$ cat config.mk
export PLATFORM = sky130hd
export DESIGN_NAME = fmvs_div
export DESIGN_NICKNAME = d
export VERILOG_FILES = /design/src/rtl/flow_meter_valve_scheduler_macros.svh /design/src/rtl/fmvs_pkg.sv /design/src/rtl/fmvs_div.sv
export SDC_FILE = /design/constraint.sdc
export NUM_CORES = 1
export LEC_CHECK = 0
export ABC_CLOCK_PERIOD_IN_PS = 2400
export BUFFER_PORTS_ARGS = -buffer_cell sky130_fd_sc_hd__buf_2
export CORE_AREA = 3 3 96 98
export CTS_CLUSTER_DIAMETER = 60
export DETAILED_ROUTE_END_ITERATION = 8
export DIE_AREA = 0 0 99 101
export GPL_ROUTABILITY_DRIVEN = 0
export PLACE_DENSITY_LB_ADDON = 0.2
export SLEW_MARGIN = 20
export SYNTH_ARGS = -nofsm -noshare
export SYNTH_HDL_FRONTEND = slang
export SYNTH_SLANG_ARGS = --single-unit
$ cat constraint.sdc
create_clock -name clk_i -period 2.4 [get_ports clk_i]
set_input_delay 0.48 -clock clk_i [delete_from_list [all_inputs] [get_ports clk_i]]
set_output_delay 0.48 -clock clk_i [all_outputs]
set_load 0.02 [all_outputs]
$ cat src/rtl/flow_meter_valve_scheduler_macros.svh
// assertion macros for the flow meter valve scheduler
// used by the top level only, no other dependencies
`ifndef FLOW_METER_VALVE_SCHEDULER_MACROS_SVH
`define FLOW_METER_VALVE_SCHEDULER_MACROS_SVH

// same-cycle implication
`define FMVS_ASSERT_IMP(label, clk, rst_n, ante, cons, msg) \
  label: assert property (@(posedge clk) disable iff (!rst_n) (ante) |-> (cons)) else $error(msg);

// next-cycle implication
`define FMVS_ASSERT_NXT(label, clk, rst_n, ante, cons, msg) \
  label: assert property (@(posedge clk) disable iff (!rst_n) (ante) |=> (cons)) else $error(msg);

`endif

$ cat src/rtl/fmvs_pkg.sv
// shared types, constants and helpers for the flow meter valve scheduler
// no dependencies
package fmvs_pkg;

  localparam int unsigned MAX_SPANS_DEF = 16;
  localparam int unsigned WINDOWS_DEF   = 4;
  localparam int unsigned DAY_SLOTS_DEF = 7;

  localparam int DVD_W = 36;
  localparam int DVS_W = 16;

  localparam logic [16:0] LAST_SEC  = 17'd86399;
  localparam logic [16:0] SECS_MAX  = 17'h1FFFF;
  localparam logic [47:0] VOL_MAX   = 48'hFFFF_FFFF_FFFF;
  localparam logic [15:0] RATE_MUL  = 16'd60000;
  localparam logic [19:0] VOL_MUL   = 20'd1000000;
  localparam logic [18:0] MIN_RECIP = 19'd279621;
  localparam int          MIN_SHIFT = 24;
  localparam logic [15:0] PPL_RST   = 16'd450;
  localparam logic [19:0] THR_RST   = 20'd100;

  typedef enum logic [2:0] {
    CMD_TICK      = 3'd0,
    CMD_OPEN      = 3'd1,
    CMD_CLOSE     = 3'd2,
    CMD_CLR_TOTAL = 3'd3,
    CMD_READ      = 3'd4
  } cmd_e;

  typedef enum logic [1:0] {
    CFG_PPL    = 2'd0,
    CFG_THR    = 2'd1,
    CFG_WSTART = 2'd2,
    CFG_WEND   = 2'd3
  } cfg_e;

  typedef enum logic [3:0] {
    ST_IDLE,
    ST_MUL,
    ST_GO_R,
    ST_DIV_R,
    ST_ROLL,
    ST_GO_V,
    ST_DIV_V,
    ST_UPD,
    ST_CMD,
    ST_DONE
  } state_e;

  typedef struct packed {
    logic             start;
    logic [DVD_W-1:0] dividend;
    logic [DVS_W-1:0] divisor;
  } div_req_t;

  typedef struct packed {
    logic             done;
    logic [DVD_W-1:0] quotient;
  } div_rsp_t;

  function automatic logic [47:0] sat48(input logic [47:0] a, input logic [47:0] b);
    logic [48:0] s;
    s = {1'b0, a} + {1'b0, b};
    return s[48] ? VOL_MAX : s[47:0];
  endfunction

endpackage

$ cat src/rtl/fmvs_div.sv
// bit-serial restoring divider, one quotient bit per cycle
// depends on fmvs_pkg
module fmvs_div import fmvs_pkg::*; (
  input  logic     clk_i,
  input  logic     rst_ni,
  input  div_req_t req_i,
  output div_rsp_t rsp_o
);

  localparam int CNT_W = $clog2(DVD_W);

  logic             busy_q, done_q;
  logic [CNT_W-1:0] cnt_q;
  logic [DVD_W-1:0] dvd_q;
  logic [DVS_W-1:0] rem_q, dvs_q;
  logic [DVS_W:0]   trial;
  logic             ge;
  logic             last;

  assign trial = {rem_q, dvd_q[DVD_W-1]};
  assign ge    = trial >= {1'b0, dvs_q};
  assign last  = cnt_q == CNT_W'(DVD_W - 1);

  always_ff @(posedge clk_i or negedge rst_ni) begin
    if (!rst_ni) begin
      busy_q <= 1'b0;
      done_q <= 1'b0;
      cnt_q  <= '0;
    end else if (req_i.start) begin
      busy_q <= 1'b1;
      done_q <= 1'b0;
      cnt_q  <= '0;
    end else begin
      done_q <= busy_q && last;
      if (busy_q) begin
        cnt_q <= cnt_q + 1'b1;
        if (last) begin
          busy_q <= 1'b0;
        end
      end
    end
  end

  always_ff @(posedge clk_i) begin
    if (req_i.start) begin
      dvd_q <= req_i.dividend;
      dvs_q <= req_i.divisor;
      rem_q <= '0;
    end else if (busy_q) begin
      dvd_q <= {dvd_q[DVD_W-2:0], ge};
      rem_q <= ge ? DVS_W'(trial - {1'b0, dvs_q}) : trial[DVS_W-1:0];
    end
  end

  assign rsp_o.done     = done_q;
  assign rsp_o.quotient = dvd_q;

endmodule

### Word-level counts from Yosys, hierarchy flattened

Index checks and enable logic that the tools add are counted.

* bits in registers: 76
* word-level logic and storage cells: 21

* add/subtract/negate cells: 2
* magnitude comparators: 1
* equal/unequal tests: 1
* multiplexer cells: 9
* reductions and logical operators: 2

Operators with widths (count)
* $mux W36: 2
* $ge A17 B16 Y1: 1
* $mux W16: 1
* $sub A16 B16 Y16: 1
* $mux W6: 2
* $add A6 B1 Y6 const B: 1
* $eq A6 B6 Y1 const B: 1
* $mux W1: 4
* $reduce_bool A2 Y1: 1
* $logic_and A1 B1 Y1: 1

### Longest topological paths before layout

* depth in word-level cells: 4
* gate-level depth with buffers: 11
* gate-level depth less buffers: 9

### Worst setup path after synthesis

OpenSTA, ideal clock, no wires.

* path type: input -> register
* from: in req_i[52] (netlist bit)
* to: reg dvd_q[0], enable pin
* setup time: 0.391 ns
* data arrival time: 2.107 ns
* data required time: 2.009 ns
* slack: -0.097 ns
* stages: 5
* cells stage by stage: clkbuf_1 > clkbuf_1 > buf_1 > nor2_1 > inv_1

* cells in the longest elaborated chain, start to end: 1

RTL lines
* from (decl): line fmvs_div.sv:6 `input div_req_t req_i,`
* $reduce_bool A2 Y1 (no source line)
* to (signal assigned): line fmvs_div.sv:46 `dvd_q <= req_i.dividend;`
* to (signal assigned): line fmvs_div.sv:50 `dvd_q <= {dvd_q[DVD_W-2:0], ge};`
* to (decl): line fmvs_div.sv:14 `logic [DVD_W-1:0] dvd_q;`

No other way between the ends.
A chain may end at the register's enable or synchronous reset.

### Final worst setup path

* from: reg dvs_q[9]
* to: reg rem_q[10]

* cells in the longest elaborated chain, start to end: 2
* elaborated cells on any way between the ends: 3

RTL lines
* from (decl): line fmvs_div.sv:15 `logic [DVS_W-1:0] rem_q, dvs_q;`
* from (signal assigned): line fmvs_div.sv:47 `dvs_q <= req_i.divisor;`
* $sub A16 B16 Y16 / $ge A17 B16 Y1 (equally long branches): line fmvs_div.sv:51, fmvs_div.sv:21
* $mux W16 *: line fmvs_div.sv:51 `rem_q <= ge ? DVS_W'(trial - {1'b0, dvs_q}) : trial[DVS_W-1:0];`
* to (signal assigned): line fmvs_div.sv:51
* to (decl): line fmvs_div.sv:15

Every way passes the cells marked *; elsewhere a longest branch is shown, timed or not.

==> metrics.csv <==
metric,value,unit
status,"complete, no violations",
skew,0.0100,ns
synth_async_sr_flop_share,0.105,
htreeDepth,3,
maxCapViolations,0,
drc_errors,0,
p_total,3.04,mW
syn_nets,428,
rsz0062_at_grt,yes,
die_height,101,microns
syn_avg_cell_area,11.6,sq um
rr_worst_depth,10,
worstSetupPathType,flip-flop to flip-flop,
cts_buffer_depth,2,
holdPathStages,1,
tightest_slew,0.740,ns
area_growth,26.4,%
crit_start,dvs_q[9],
drive_gt1_frac,0.429,
final_common_cell,buf_2,
yosysWarnings,0,
combPwrFrac,0.167,
final-hold-violation-count,0,
relSlewSlack,0.506,
switching_share,0.271,
io_pins,92,
r2r_start,dvs_q[9],
synth.cell_area,4100,sq um
final_cells,581,
power.switching,0.825,mW
p_leak,2.23,nW
antenna_cells,0,
drtIter0Drc,152,
detail-route-antenna-nets,0,
final_util,0.606,
vias,3126,
hp-start,req_i[6],
routed_wl,9.25,mm
io_buffers,91,
grt_pass1_vias,3003,
post-dp-hpwl,6.47,mm
final_cell_mix,"buf_2, edfxtp_1, mux2_2",
seqPwrFrac,0.508,
final-setup-viol-count,0,
post_synth_inst_count,355,
cts_buffers,9,
end_kind,flip-flop,
grt-ovfl-total,0,
die-area,10000,sq um
hp-class,input pin to flip-flop,
coreArea,8550,sq um
ys_seq_elements,76,
die_x,99,microns
fin_area,5180,sq um
cp_max_fo,4,
wl_per_cell,15.9,microns
ys_types,66,
drtPass1Iterations,5,
cp-start-kind,flip-flop,
ir_worst_vdd,0.398,mV
finalNetCount,541,
grt_pass1_wl,14.3,mm
fin_setup_tns,0,ns
antenna_found_initial,0,
arrival,2.64,ns
yosysSeqAreaShare,0.507,
drv_slew,0,
insertion_delay,0.35,ns
synthFlopType,edfxtp_1,
avgViaCountPerCell,5.38,
required,2.64,ns
root_buffer,clkbuf_8,
setup_ws,0.000859,ns
max_freq,417,MHz
cts_tree,done,
grt.total_usage,0.177,
dpl.cell_count,554,
clock_sinks,76,
placed_cell_area,4740,sq um
initial_utilization,0.480,
period_needed,2.40,ns
path_clk_slew,0.08,ns
finalCritPeriodShare,1.00,
power.density,587,nW/um^2
rows,34,
p_int,2.22,mW
dpl_worst_slack,-0.00812,ns
synth_edf_count,52,
hold-worst-slack,0.303,ns
pwr-share-clk,0.325,
grt_max_degree,76,
worst max-delay path, stage by stage (launching register included):
cell      delay (ns)
edfxtp_1        0.35
inv_2           0.05
ha_4            0.28
nand4_1         0.15
or3_4           0.45
o211ai_4        0.17
buf_4           0.15
o31ai_4         0.09
buf_4           0.17
a41o_1          0.24
a31o_2          0.20
sequential cells by signal, summed over array words and instances (netlist names):
name	count
rem_q	16
dvs_q	16
busy_q	1
done_q	1
dvd_q	36
cnt_q	6
synth_stat cells, drive strengths merged, types with 4 or more instances:
master   n  share of area
o311ai   5          0.011
xor2     5          0.011
nor2    24          0.022
nor3     4         0.0049
xnor2    6          0.013
o21ai   11          0.013
buf     10          0.018
dfrtp    8          0.049
nand4    4         0.0061
dfxtp   16          0.078
ha      17          0.052
mux2    35          0.096
and2     4         0.0061
o21a     6          0.011
a21o     5         0.0092
edfxtp  52           0.38
nor3b    5         0.0092
nand2   27          0.026
a21oi   17          0.024
clkbuf   9         0.0082
nand3    5         0.0061
a311oi   8          0.022
inv     21          0.019
timing repair:
item,4_1_cts,5_1_grt
pin swaps,1,13
setup endpoints to repair,4,16
resized for setup,2,26
hold buffers,1,0
setup buffers,1,9
endpoints found under the hold margin,8,0
layout make-up:
cell class,count,area (sq um)
Timing Repair Buffer,121,707
Sequential cell,76,2080
Inverter,22,86.3
Clock buffer,9,124
Clock inverter,7,75.1
Fill cell,697,3370
Tap cell,108,135
Multi-Input combinational cell,238,1980
metal layers:
metal / part of all wire / global-route usage / vias to the layer above
li1: - / - / 1551
met1: 0.43 / 0.233 / 1486
met4: 0.016 / 0.0599 / 0
met3: 0.043 / 0.0346 / 16
met2: 0.52 / 0.293 / 73
met5: 0 / 0 / -
cell families after synthesis:
logic type | after synthesis | synth area share
DFF | 76 | 0.507
xor gates and xnor gates | 11 | 0.0235
and+or+nand+nor | 95 | 0.119
muxes | 38 | 0.103
adders and majority gates | 18 | 0.0567
AOI/OAI and AO/OA | 76 | 0.144
buffers and inverters | 41 | 0.0464
power by group through the flow:
| stage | logic [mW] | clock network (mW) | registers [mW] |
|---|---|---|---|
| finish | 0.509 | 0.988 | 1.55 |
| global route | 0.554 | 1.06 | 1.56 |
| CTS | 0.488 | 1.01 | 1.55 |
| detailed placement | 0.481 | 0 | 1.58 |
| global placement | 0.473 | 0 | 1.57 |
| floorplan | 0.226 | 0 | 1.65 |
worst paths after layout:
check                                 end  slack [ns]
worst max-delay path            rem_q[10]      0.0009
worst min-delay path             dvs_q[6]        0.30
worst max register to register  rem_q[10]      0.0009
worst min register to register  rem_q[13]        0.52
max in group asynchronous        cnt_q[2]        1.74
min in group asynchronous        cnt_q[5]        0.50
No activity file was read; power rests on OpenSTA's default activity.
